`src/rtl/ubse_pkg.sv`:
```
// Shared types and constants for the uniform B-spline evaluator.
// Used by every module under rtl except ubse_ram; depends on nothing.
`default_nettype none

package ubse_pkg;

   localparam int COEF_W        = 32;
   localparam int POS_W         = 32;
   localparam int SLOT_W        = 6;
   localparam int ORDER_W       = 2;
   localparam int KNOT_W        = 6;
   localparam int FRAC_W        = 30;
   localparam int BASIS_W       = 32;
   localparam int CSR_INDEX_W   = 2;
   localparam int CSR_DATA_W    = 32;
   localparam int DEF_MAX_COEFS = 64;
   localparam int DEF_MAX_ORDER = 3;
   localparam int QUEUE_DEPTH   = 2;
   localparam int DIVIDEND_W    = 68;
   localparam int QUOT_W        = 37;
   localparam int DIV_STEP_W    = 7;

   localparam logic [ORDER_W-1:0]   RST_SPLINE_ORDER   = 2'd3;
   localparam logic [KNOT_W-1:0]    RST_INTERIOR_KNOTS = 6'd0;
   localparam logic [POS_W-1:0]     RST_RANGE_START    = 32'd0;
   localparam logic [POS_W-1:0]     RST_RANGE_END      = 32'd65536;

   localparam logic OP_EVAL = 1'b0;
   localparam logic OP_LOAD = 1'b1;

   typedef enum logic [CSR_INDEX_W-1:0] {
      CSR_SPLINE_ORDER   = 2'd0,
      CSR_INTERIOR_KNOTS = 2'd1,
      CSR_RANGE_START    = 2'd2,
      CSR_RANGE_END      = 2'd3
   } csr_index_type;

   typedef struct packed {
      logic                     operation;
      logic signed [POS_W-1:0]  position;
      logic [SLOT_W-1:0]        coef_index;
      logic signed [COEF_W-1:0] coef_value;
   } req_type;

   typedef struct packed {
      logic signed [COEF_W-1:0] spline_value;
      logic                     in_range;
      logic [SLOT_W-1:0]        first_basis_index;
   } rsp_type;

   typedef struct packed {
      logic [ORDER_W-1:0]      spline_order;
      logic [KNOT_W-1:0]       interior_knots;
      logic signed [POS_W-1:0] range_start;
      logic signed [POS_W-1:0] range_end;
   } cfg_type;

   typedef enum logic [1:0] {
      CMD_LOAD,
      CMD_EVAL,
      CMD_OUTSIDE
   } cmd_kind_type;

   typedef struct packed {
      cmd_kind_type      kind;
      logic [31:0]       data;
      logic [SLOT_W-1:0] slot;
   } cmd_type;

   typedef struct packed {
      logic                  start;
      logic [DIVIDEND_W-1:0] dividend;
      logic [31:0]           divisor;
      logic [DIV_STEP_W-1:0] steps;
   } div_req_type;

   typedef struct packed {
      logic              done;
      logic [QUOT_W-1:0] quotient;
   } div_rsp_type;

endpackage

`default_nettype wire

```
`src/rtl/ubse_front.sv`:
```
// Input side: accepts request words and sorts them into load, evaluate
// or out-of-domain commands. Depends on ubse_pkg.
`default_nettype none

module ubse_front
   import ubse_pkg::*;
(
   input  wire cfg_type cfg,
   input  wire logic    req_valid,
   input  wire req_type req_data,
   output logic         req_ready,
   input  wire logic    queue_full,
   output logic         push,
   output cmd_type      push_data
);

   logic              outside;
   logic [POS_W:0]    offset;

   assign outside = (cfg.range_end <= cfg.range_start)
                  || (req_data.position < cfg.range_start)
                  || (req_data.position > cfg.range_end);
   assign offset  = {req_data.position[POS_W-1], req_data.position}
                  - {cfg.range_start[POS_W-1], cfg.range_start};

   assign req_ready = !queue_full;
   assign push      = req_valid && req_ready;

   always_comb begin
      push_data.slot = req_data.coef_index;
      if (req_data.operation == OP_LOAD) begin
         push_data.kind = CMD_LOAD;
         push_data.data = req_data.coef_value;
      end else begin
         push_data.kind = outside ? CMD_OUTSIDE : CMD_EVAL;
         push_data.data = offset[POS_W-1:0];
      end
   end

endmodule

`default_nettype wire

```
`config.mk`:
```
export PLATFORM = sky130hd
export DESIGN_NAME = ubse_front
export DESIGN_NICKNAME = d
export VERILOG_FILES = /design/src/rtl/ubse_pkg.sv /design/src/rtl/ubse_front.sv
export SDC_FILE = /design/constraint.sdc
export NUM_CORES = 1
export LEC_CHECK = 0
export BUFFER_PORTS_ARGS = -buffer_cell sky130_fd_sc_hd__buf_2
export CAP_MARGIN = 20
export CORE_MARGIN = 3
export CORE_UTILIZATION = 42
export DETAILED_ROUTE_END_ITERATION = 7
export GPL_ROUTABILITY_DRIVEN = 1
export PLACE_DENSITY = 0.73
export SLEW_MARGIN = 20
export SYNTH_ARGS = -nofsm -noshare
export SYNTH_HDL_FRONTEND = slang
export SYNTH_SLANG_ARGS = --single-unit
```
`constraint.sdc`:
```
create_clock -name vclk -period 4.35
set_clock_uncertainty 0.2 [all_clocks]
set_input_delay 0.2175 -clock vclk [all_inputs]
set_output_delay 0.2175 -clock vclk [all_outputs]
set_load 0.02 [all_outputs]
```
==> out/results.ini <==
[timing]
hold_violations=0
min_period_ns=3.26
fin_tns_setup_ns=0
finalWorstSetupSlack_ns=1.09
hold_ws_ns=0.235
rsz0062_at_grt=no
setup_viol=0
period_share_pct=75.0
slew_headroom_pct=58.3
worst_pin_slew_ns=0.619
timing.fmax_ghz=0.307
slew_viol_final=0

[place]
place_hpwl_um=11600
gp_congestion=0.922
pre_cts_slack_ns=1.12
io_buffer_count=167
placed_cells=846
place_area_um2=4820

[final_layout]
nClkBuffers=0
seq_cell_count=0
final_core_util_pct=54.0
design_area_um2=4820
n_antenna_cell=0
nFillCells=909
seqCellArea_um2=0
drive_gt1_share_pct=25.7
num-nets-final=982
area_delta_synth_final_pct=21.6
fin_cells=846

[routing]
wl_per_cell_um=15.6
first_pass_iters=4
ant_nets=0
drt-total-wl_um=13200
viasPerCell=5.62
vias=4753
drt-initial-drc-count=196
drc=0

[hold_path]
hold_end=push_data[2]
hold_path_depth=0
hold_class=in2out
hp-start=req_data[34]

[setup_path]
cp_max_fo=4
slowest_stage=fa_1
crit_type=in2out
critPathTopFamily=compound AO/OA/AOI/OAI gates
critPathBufInv=4
max_stage_delay_ns=0.39
crit_required_ns=3.93
start_kind=input port
crit_chain=buf_2 > inv_1 > ha_1 > inv_1 > fa_1 > a21o_1 > a311oi_2 > nor3_1 > nor4_2 > nor2_1 > a211oi_2 > xor2_1 > o21ai_1 > buf_2
end_kind=primary output
arrival_ns=2.84

[power]
ir_drop_v=0.0000731
p_leak_nw=2.66
powerDensity_nw_per_um2=140
power.total_uw=674

[floorplanning]
fp.dieW_um=103
core_um2=8930
start_util_pct=44.4
die_area_um2=10600
rows=34
ios=187
die-height_um=103

[logic_synthesis]
yosysTopAreaCell=ha_1
synth.most_common_cell=ha_1
seq_area_frac_synth_pct=0
synth_top_area_share_pct=30.3
synthTopCellsByArea=ha_1 30%, a21oi_1 7.7%, inv_1 7.1%
synth.distinct_cells=64
synth_nets=833
avgSynthCellArea_um2=6.71
synthTopCellsByCount=96 x ha_1, 75 x inv_1, 73 x nand2_1
yosys_warnings=0
syn_inst=591
netlist_area_um2=3970

[grt]
overflow=0
grt_usage_pct=23.6
grt_start_max_net_pins=61
grt_pass1_wl_um=20700
antenna_found_initial=0
grt_pass1_vias=4505

[status]
status=finished, final reports clean

[clock_network]
post_cts_buffers=0
cts-resized-gates=0
ctsHoldBuffers=0

[job]
cap_violations=0

[report_power, final]
| part | leakage (nW) | switching [mW] | total (mW) | internal [mW] |
|---|---|---|---|---|
| Combinational | 2.66 | 0.403 | 0.674 | 0.272 |
| Sequential | 0 | 0 | 0 | 0 |
| Clock | 0 | 0 | 0 | 0 |
[kinds of logic (layout without fill, tap and decap cells)]
group	count (synthesis)	in the layout	synth area share, %
compound gates	181	181	29.0
fa+ha+maj	97	97	30.8
buf+inv	97	244	10.3
xor+xnor	24	24	5.30
simple gates	187	187	23.3
mux	5	5	1.32
[how the worst max path moves through the flow]
stage / from / end / slack [ns] / cells past startpoint
global placement: req_data[38] / push_data[28] / 1.16 / 14
CTS: req_data[38] / push_data[28] / 1.12 / 14
floorplan: req_data[38] / push_data[28] / 1.45 / 12
finish: req_data[38] / push_data[28] / 1.09 / 14
global route: req_data[38] / push_data[28] / 0.87 / 14
detailed placement: req_data[38] / push_data[28] / 1.12 / 14
[layer usage]
layer  vias up  global-route usage (%)  part of all wire [%]
li1       2428                       -                     -
met1      2106                    30.8                    43
met2       193                    42.9                    48
met3        26                    1.14                   6.5
met4         0                    5.18                   2.4
met5         -                       0                     0
[final cells by class]
class | instances | area (um^2) | share of cell area (%)
timing repair buffer | 168 | 843 | 17.5
tap | 108 | 135 | 2.80
multi-input combinational | 494 | 3560 | 73.8
inverter | 76 | 285 | 5.91
[placed cells by master, fill, tap and decap left out, types with 7 or more instances in the layout]
cell     instances
buf_2          167
ha_1            96
inv_1           75
nand2_1         73
a21oi_1         61
o21ai_0         30
nor2_1          29
nand4_1         20
nand3_1         20
o21ai_1         17
a21o_1          15
xor2_1          13
xnor2_1         11
nor3_1           8
o31ai_1          7
a31oi_1          7
(Power assumes the default switching activity.)
