**src/rtl/ubse_pkg.sv**
```systemverilog
// Shared types and constants for the uniform B-spline evaluator.
// Used by every module under rtl except ubse_ram; depends on nothing.
`default_nettype none

package ubse_pkg;

   localparam int COEF_W        = 32;
   localparam int POS_W         = 32;
   localparam int SLOT_W        = 6;
   localparam int ORDER_W       = 2;
   localparam int KNOT_W        = 6;
   localparam int FRAC_W        = 30;
   localparam int BASIS_W       = 32;
   localparam int CSR_INDEX_W   = 2;
   localparam int CSR_DATA_W    = 32;
   localparam int DEF_MAX_COEFS = 64;
   localparam int DEF_MAX_ORDER = 3;
   localparam int QUEUE_DEPTH   = 2;
   localparam int DIVIDEND_W    = 68;
   localparam int QUOT_W        = 37;
   localparam int DIV_STEP_W    = 7;

   localparam logic [ORDER_W-1:0]   RST_SPLINE_ORDER   = 2'd3;
   localparam logic [KNOT_W-1:0]    RST_INTERIOR_KNOTS = 6'd0;
   localparam logic [POS_W-1:0]     RST_RANGE_START    = 32'd0;
   localparam logic [POS_W-1:0]     RST_RANGE_END      = 32'd65536;

   localparam logic OP_EVAL = 1'b0;
   localparam logic OP_LOAD = 1'b1;

   typedef enum logic [CSR_INDEX_W-1:0] {
      CSR_SPLINE_ORDER   = 2'd0,
      CSR_INTERIOR_KNOTS = 2'd1,
      CSR_RANGE_START    = 2'd2,
      CSR_RANGE_END      = 2'd3
   } csr_index_type;

   typedef struct packed {
      logic                     operation;
      logic signed [POS_W-1:0]  position;
      logic [SLOT_W-1:0]        coef_index;
      logic signed [COEF_W-1:0] coef_value;
   } req_type;

   typedef struct packed {
      logic signed [COEF_W-1:0] spline_value;
      logic                     in_range;
      logic [SLOT_W-1:0]        first_basis_index;
   } rsp_type;

   typedef struct packed {
      logic [ORDER_W-1:0]      spline_order;
      logic [KNOT_W-1:0]       interior_knots;
      logic signed [POS_W-1:0] range_start;
      logic signed [POS_W-1:0] range_end;
   } cfg_type;

   typedef enum logic [1:0] {
      CMD_LOAD,
      CMD_EVAL,
      CMD_OUTSIDE
   } cmd_kind_type;

   typedef struct packed {
      cmd_kind_type      kind;
      logic [31:0]       data;
      logic [SLOT_W-1:0] slot;
   } cmd_type;

   typedef struct packed {
      logic                  start;
      logic [DIVIDEND_W-1:0] dividend;
      logic [31:0]           divisor;
      logic [DIV_STEP_W-1:0] steps;
   } div_req_type;

   typedef struct packed {
      logic              done;
      logic [QUOT_W-1:0] quotient;
   } div_rsp_type;

endpackage

`default_nettype wire

```
**src/rtl/ubse_fifo.sv**
```systemverilog
// Short command queue between the front classifier and the back engine.
// Depends on ubse_pkg.
`default_nettype none

module ubse_fifo
   import ubse_pkg::*;
(
   input  wire logic    clock,
   input  wire logic    reset,
   input  wire logic    push,
   input  wire cmd_type push_data,
   input  wire logic    pop,
   output cmd_type      pop_data,
   output logic         full,
   output logic         empty
);

   localparam int PTR_W = $clog2(QUEUE_DEPTH);
   localparam int CNT_W = $clog2(QUEUE_DEPTH + 1);
   localparam logic [PTR_W-1:0] LAST = PTR_W'(QUEUE_DEPTH - 1);

   cmd_type          slot_ff [QUEUE_DEPTH];
   logic [PTR_W-1:0] wr_ptr_ff, rd_ptr_ff;
   logic [CNT_W-1:0] count_ff;

   assign full     = (count_ff == CNT_W'(QUEUE_DEPTH));
   assign empty    = (count_ff == '0);
   assign pop_data = slot_ff[rd_ptr_ff];

   always_ff @(posedge clock) begin
      if (push) begin
         slot_ff[wr_ptr_ff] <= push_data;
      end
   end

   always_ff @(posedge clock) begin
      if (reset) begin
         wr_ptr_ff <= '0;
         rd_ptr_ff <= '0;
         count_ff  <= '0;
      end else begin
         if (push) begin
            wr_ptr_ff <= (wr_ptr_ff == LAST) ? '0 : wr_ptr_ff + 1'b1;
         end
         if (pop) begin
            rd_ptr_ff <= (rd_ptr_ff == LAST) ? '0 : rd_ptr_ff + 1'b1;
         end
         case ({push, pop})
            2'b10:   count_ff <= count_ff + 1'b1;
            2'b01:   count_ff <= count_ff - 1'b1;
            default: count_ff <= count_ff;
         endcase
      end
   end

endmodule

`default_nettype wire

```
**config.mk**
```make
export PLATFORM = sky130hd
export DESIGN_NAME = ubse_fifo
export DESIGN_NICKNAME = d
export VERILOG_FILES = /design/src/rtl/ubse_pkg.sv /design/src/rtl/ubse_fifo.sv
export SDC_FILE = /design/constraint.sdc
export NUM_CORES = 1
export LEC_CHECK = 0
export ABC_AREA = 1
export BUFFER_PORTS_ARGS = -buffer_cell sky130_fd_sc_hd__buf_2
export CORE_MARGIN = 1.5
export CORE_UTILIZATION = 51
export CTS_CLUSTER_SIZE = 20
export DETAILED_ROUTE_END_ITERATION = 8
export PLACE_DENSITY = 0.78
export SETUP_SLACK_MARGIN = 0.1
export SLEW_MARGIN = 0
export SYNTH_ARGS = -nofsm -noshare
export SYNTH_HDL_FRONTEND = slang
export SYNTH_SLANG_ARGS = --single-unit
```
**constraint.sdc**
```tcl
create_clock -name clock -period 3.35 [get_ports clock]
set_input_delay 0.1675 -clock clock [delete_from_list [all_inputs] [get_ports clock]]
set_output_delay 0.1675 -clock clock [all_outputs]
set_load 0.02 [all_outputs]
```
==> impl_table.tex <==
\begin{tabular}{lr}
\hline
Metric & Value \\
\hline
\multicolumn{2}{l}{\textbf{Outcome}} \\
\quad Result of the run & completed \\
\multicolumn{2}{l}{\textbf{Logic synthesis}} \\
\quad Synth Area per Inst & 19.9 µm² \\
\quad Primary flip-flop cell chosen by synthesis mapping & sky130\_fd\_sc\_hd\_\_edfxtp\_1 \\
\quad Top-count cell post-synth & sky130\_fd\_sc\_hd\_\_edfxtp\_1 \\
\quad XOR/XNOR Fraction of Synth Area & less than 1\% \\
\quad Synthesized instance count & about 160 \\
\quad Area fraction in compound gates after synthesis & less than 1\% \\
\quad Number of register bits inferred by synthesis & 85 \\
\quad Post-synth EDFFs & 80 \\
\quad Leading area contributor after synthesis & sky130\_fd\_sc\_hd\_\_edfxtp\_1 \\
\quad Simple logic cell fraction of the synthesized area & between 2 and 2.5\% \\
\quad Top post-synthesis cells by area & sky130\_fd\_sc\_hd\_\_edfxtp\_1 (77\%), sky130\_fd\_sc\_hd\_\_mux2\_2 (14\%), sky130\_fd\_sc\_hd\_\_dfxtp\_1 (3.2\%) \\
\quad Post-synth design cell area & 3120 µm² \\
\quad Top cell type's share of synthesized area & between 70 and 80\% \\
\quad Combinational family with the most area after synthesis & multiplexers \\
\quad Number of distinct library cells after synthesis & 13 \\
\quad Share of synthesized area spent on multiplexers & between 10\% and 20\% \\
\quad Post-synthesis share of cell area spent on full adders, half adders and majority gates & 0.401\% \\
\quad Net Count, Synth & about 200 \\
\quad Top cells by count, synth & sky130\_fd\_sc\_hd\_\_edfxtp\_1 (80), sky130\_fd\_sc\_hd\_\_mux2\_2 (40), sky130\_fd\_sc\_hd\_\_nor2\_1 (10) \\
\quad Count of synthesis-stage warnings from yosys & 0 \\
\quad Post-synthesis sequential area ratio & 80.1\% \\
\quad Async set or reset register ratio after synthesis & 0\% \\
\multicolumn{2}{l}{\textbf{Drt}} \\
\quad Final Routed Wirelength & 5580 µm \\
\quad Number of vias per cell & about 4.9 \\
\quad Number of DRC markers in iteration 0 & 82 \\
\quad DRC errors left & 0 \\
\quad First-pass detailed-route iteration total & 4 \\
\quad Number of antenna-violating nets in the routed design & 0 \\
\quad Wire per inst & roughly 16 µm \\
\quad Routed via count & roughly 1800 \\
\multicolumn{2}{l}{\textbf{Global route}} \\
\quad Via count of the first global-routing pass & about 1800 \\
\quad GRT Residual Overflow & 0 \\
\quad Antenna violations before repair & 0 \\
\quad Maximum number of pins on one net before global-route repair & 41 \\
\quad Aggregate global-route resource usage & approximately 18\% \\
\quad First-pass GRT wire length & roughly 8300 µm \\
\multicolumn{2}{l}{\textbf{Floorplan}} \\
\quad Die Footprint & $\sim$6600 µm² \\
\quad Initial standard-cell utilization of the core & between 50\% and 60\% \\
\quad Die span in x & just over 80 µm \\
\quad Floorplan row count & 28 \\
\quad Top-Level Pins & 86 \\
\quad Placeable Area & 5920 µm² \\
\quad Die height & approximately 81 µm \\
\multicolumn{2}{l}{\textbf{Power and ir drop}} \\
\quad Static power due to leakage & 0.00156 µW \\
\quad Max VDD drop & $\sim$0.31 mV \\
\quad Areal power density over the cells & 538 nW/µm² \\
\multicolumn{2}{l}{\textbf{Timing}} \\
\quad Slew @ Worst Pin & between 1000 and 1500 ps \\
\quad Number of endpoints failing setup at the final stage & 0 \\
\quad Setup repair after global routing missed its margin & no \\
\quad Top achievable clock speed & 484 MHz \\
\quad Post-Route Skew & 13.8 ps \\
\quad Sum of negative setup slack & 0 ps \\
\quad Crit share post-route & about three fifths \\
\quad Final count of pins violating max slew & 0 \\
\quad Final Hold Viols & 0 \\
\quad Worst hold slack & between 20 and 25 ps \\
\quad Max-slew headroom at the worst pin & a little under a quarter \\
\quad Post-route minimum period & 2060 ps \\
\multicolumn{2}{l}{\textbf{Critical path}} \\
\quad Data required time at the worst endpoint & 3180 ps \\
\quad Critical Path End Type & primary output \\
\quad Worst Path Arrival & approximately 1900 ps \\
\quad R2R cell count & 3 \\
\quad Launching element type of the critical path & flop \\
\quad Maximum fanout along the worst path & 40 \\
\quad Reg2reg start & wr\_ptr\_ff \\
\quad Critical path type & flop to primary output \\
\multicolumn{2}{l}{\textbf{Clocking}} \\
\quad Number of buffers created by CTS & 9 \\
\quad Longest Clk Path Bufs & 2 \\
\quad Count of buffers added by post-CTS timing repair for setup & 0 \\
\quad Clock insertion delay at the later pin of the skew report & about 340 ps \\
\quad TritonCTS clock tree & done \\
\quad CTS root buffer & sky130\_fd\_sc\_hd\_\_clkbuf\_8 \\
\quad CTS resizes & 0 \\
\quad TritonCTS sink count & between 80 and 90 \\
\quad Number of levels the H-tree was split into & 3 \\
\quad Clock transition at the registers of the reported paths & roughly 90 ps \\
\multicolumn{2}{l}{\textbf{Worst hold path}} \\
\quad Start point of the worst hold path & push\_data[36] \\
\quad Hold path cells & 1 \\
\quad Kind of path behind the tightest hold check & input pin to flop \\
\multicolumn{2}{l}{\textbf{Cells and area}} \\
\quad Diodes inserted & 0 \\
\quad Final cell utilization of the core & 69.0\% \\
\quad Share of layout cells above drive strength 1 & roughly half \\
\quad Area grow syn2layout & 30.8\% \\
\quad Final net count & between 300 and 400 \\
\multicolumn{2}{l}{\textbf{Run}} \\
\quad Maxcap violations & 0 \\
\multicolumn{2}{l}{\textbf{Place}} \\
\quad Sum of net half-perimeters after detailed placement & between 3000 and 4000 µm \\
\quad Buffers added on ports & 85 \\
\quad Weighted congestion at the end of routability-driven global placement & approximately 0.66 \\
\hline
\end{tabular}
[sequential cells by signal, indices dropped and copies added, names as in the netlist, named ones only]
signal and flops:
slot_ff 80, count_ff 2, rd_ptr_ff 1, wr_ptr_ff 1
[cells by family (layout without fill, tap and decap cells)]
logic type               after synthesis  in the layout
multiplexers                          40             40
AND/OR/NAND/NOR                       17             17
XOR/XNOR                               1              1
adder cells (fa/ha/maj)                1              1
AO/OA/AOI/OAI                          2              2
buffers and inverters                 11            138
flip-flops                            85             85
[placed cells by master, fill, tap and decap left out]
| cell | synthesis | layout |
|---|---|---|
| sky130_fd_sc_hd__a21oi_1 | 1 | 1 |
| sky130_fd_sc_hd__buf_2 | 0 | 85 |
| sky130_fd_sc_hd__buf_4 | 0 | 1 |
| sky130_fd_sc_hd__clkbuf_8 | 0 | 9 |
| sky130_fd_sc_hd__clkinv_1 | 0 | 1 |
| sky130_fd_sc_hd__clkinv_4 | 0 | 3 |
| sky130_fd_sc_hd__clkinvlp_4 | 0 | 2 |
| sky130_fd_sc_hd__dfxtp_1 | 5 | 4 |
| sky130_fd_sc_hd__dfxtp_2 | 0 | 1 |
| sky130_fd_sc_hd__dlygate4sd3_1 | 0 | 29 |
| sky130_fd_sc_hd__edfxtp_1 | 80 | 80 |
| sky130_fd_sc_hd__ha_1 | 1 | 1 |
| sky130_fd_sc_hd__inv_1 | 7 | 6 |
| sky130_fd_sc_hd__inv_6 | 0 | 2 |
| sky130_fd_sc_hd__mux2_2 | 40 | 40 |
| sky130_fd_sc_hd__nand2_1 | 5 | 5 |
| sky130_fd_sc_hd__nand4_1 | 1 | 1 |
| sky130_fd_sc_hd__nor2_1 | 10 | 9 |
| sky130_fd_sc_hd__nor2_4 | 0 | 1 |
| sky130_fd_sc_hd__nor3_1 | 1 | 1 |
| sky130_fd_sc_hd__o21ai_0 | 1 | 1 |
| sky130_fd_sc_hd__xnor2_1 | 1 | 1 |
[metal layers]
metal  vias to the layer above  GRT usage [%]  wire [µm]
li1                        844              -          -
met1                       848           20.0       2340
met2                        50           30.4       2890
met3                        12           3.71        225
met4                         0           11.0        127
met5                         -              0          0
[worst max-delay path, stage by stage (launching register included)]
cell and delay (ps):
sky130_fd_sc_hd__dfxtp_2 940, sky130_fd_sc_hd__mux2_2 430, sky130_fd_sc_hd__buf_2 160
[path summary, 6_finish.rpt]
path	end	slack [ps]
max	pop_data[4]	1290
min	slot_ff[1][36]	20
max reg2reg	slot_ff[1][9]	1710
min reg2reg	flop	530
[repair_timing]
item                                   4_1_cts  5_1_grt
setup endpoints to repair                    0        0
endpoints found under the hold margin       52        0
hold buffers                                29        0
[power by group]
group          internal (µW)  switching [µW]  total (µW)
Clock                    278             374         652
Combinational            133             154         287
Sequential              1230            33.1        1260
Total                   1640             560        2200
[metrics by stage]
| step | power (µW) | area [µm²] | cells | setup slack (ps) |
|---|---|---|---|---|
| after global placement | 1540 | 3610 | 314 | 1620 |
| after global routing | 2280 | 4090 | 359 | 1170 |
| after CTS | 2220 | 4090 | 359 | 1230 |
| after floorplan | 1450 | 3120 | 157 | 906 |
| final | 2200 | 4090 | 359 | 1290 |
| after detailed placement | 1550 | 3610 | 314 | 1610 |
[layout make-up]
cell class,instances,area (µm²)
clock buffer,9,124
clock inverter,7,58.8
fill,426,1830
inverter,7,26.3
multi-input combinational,61,557
sequential,85,2500
tap,75,93.8
timing repair buffer,115,723
Note: power is estimated with default switching activity, not from simulation.
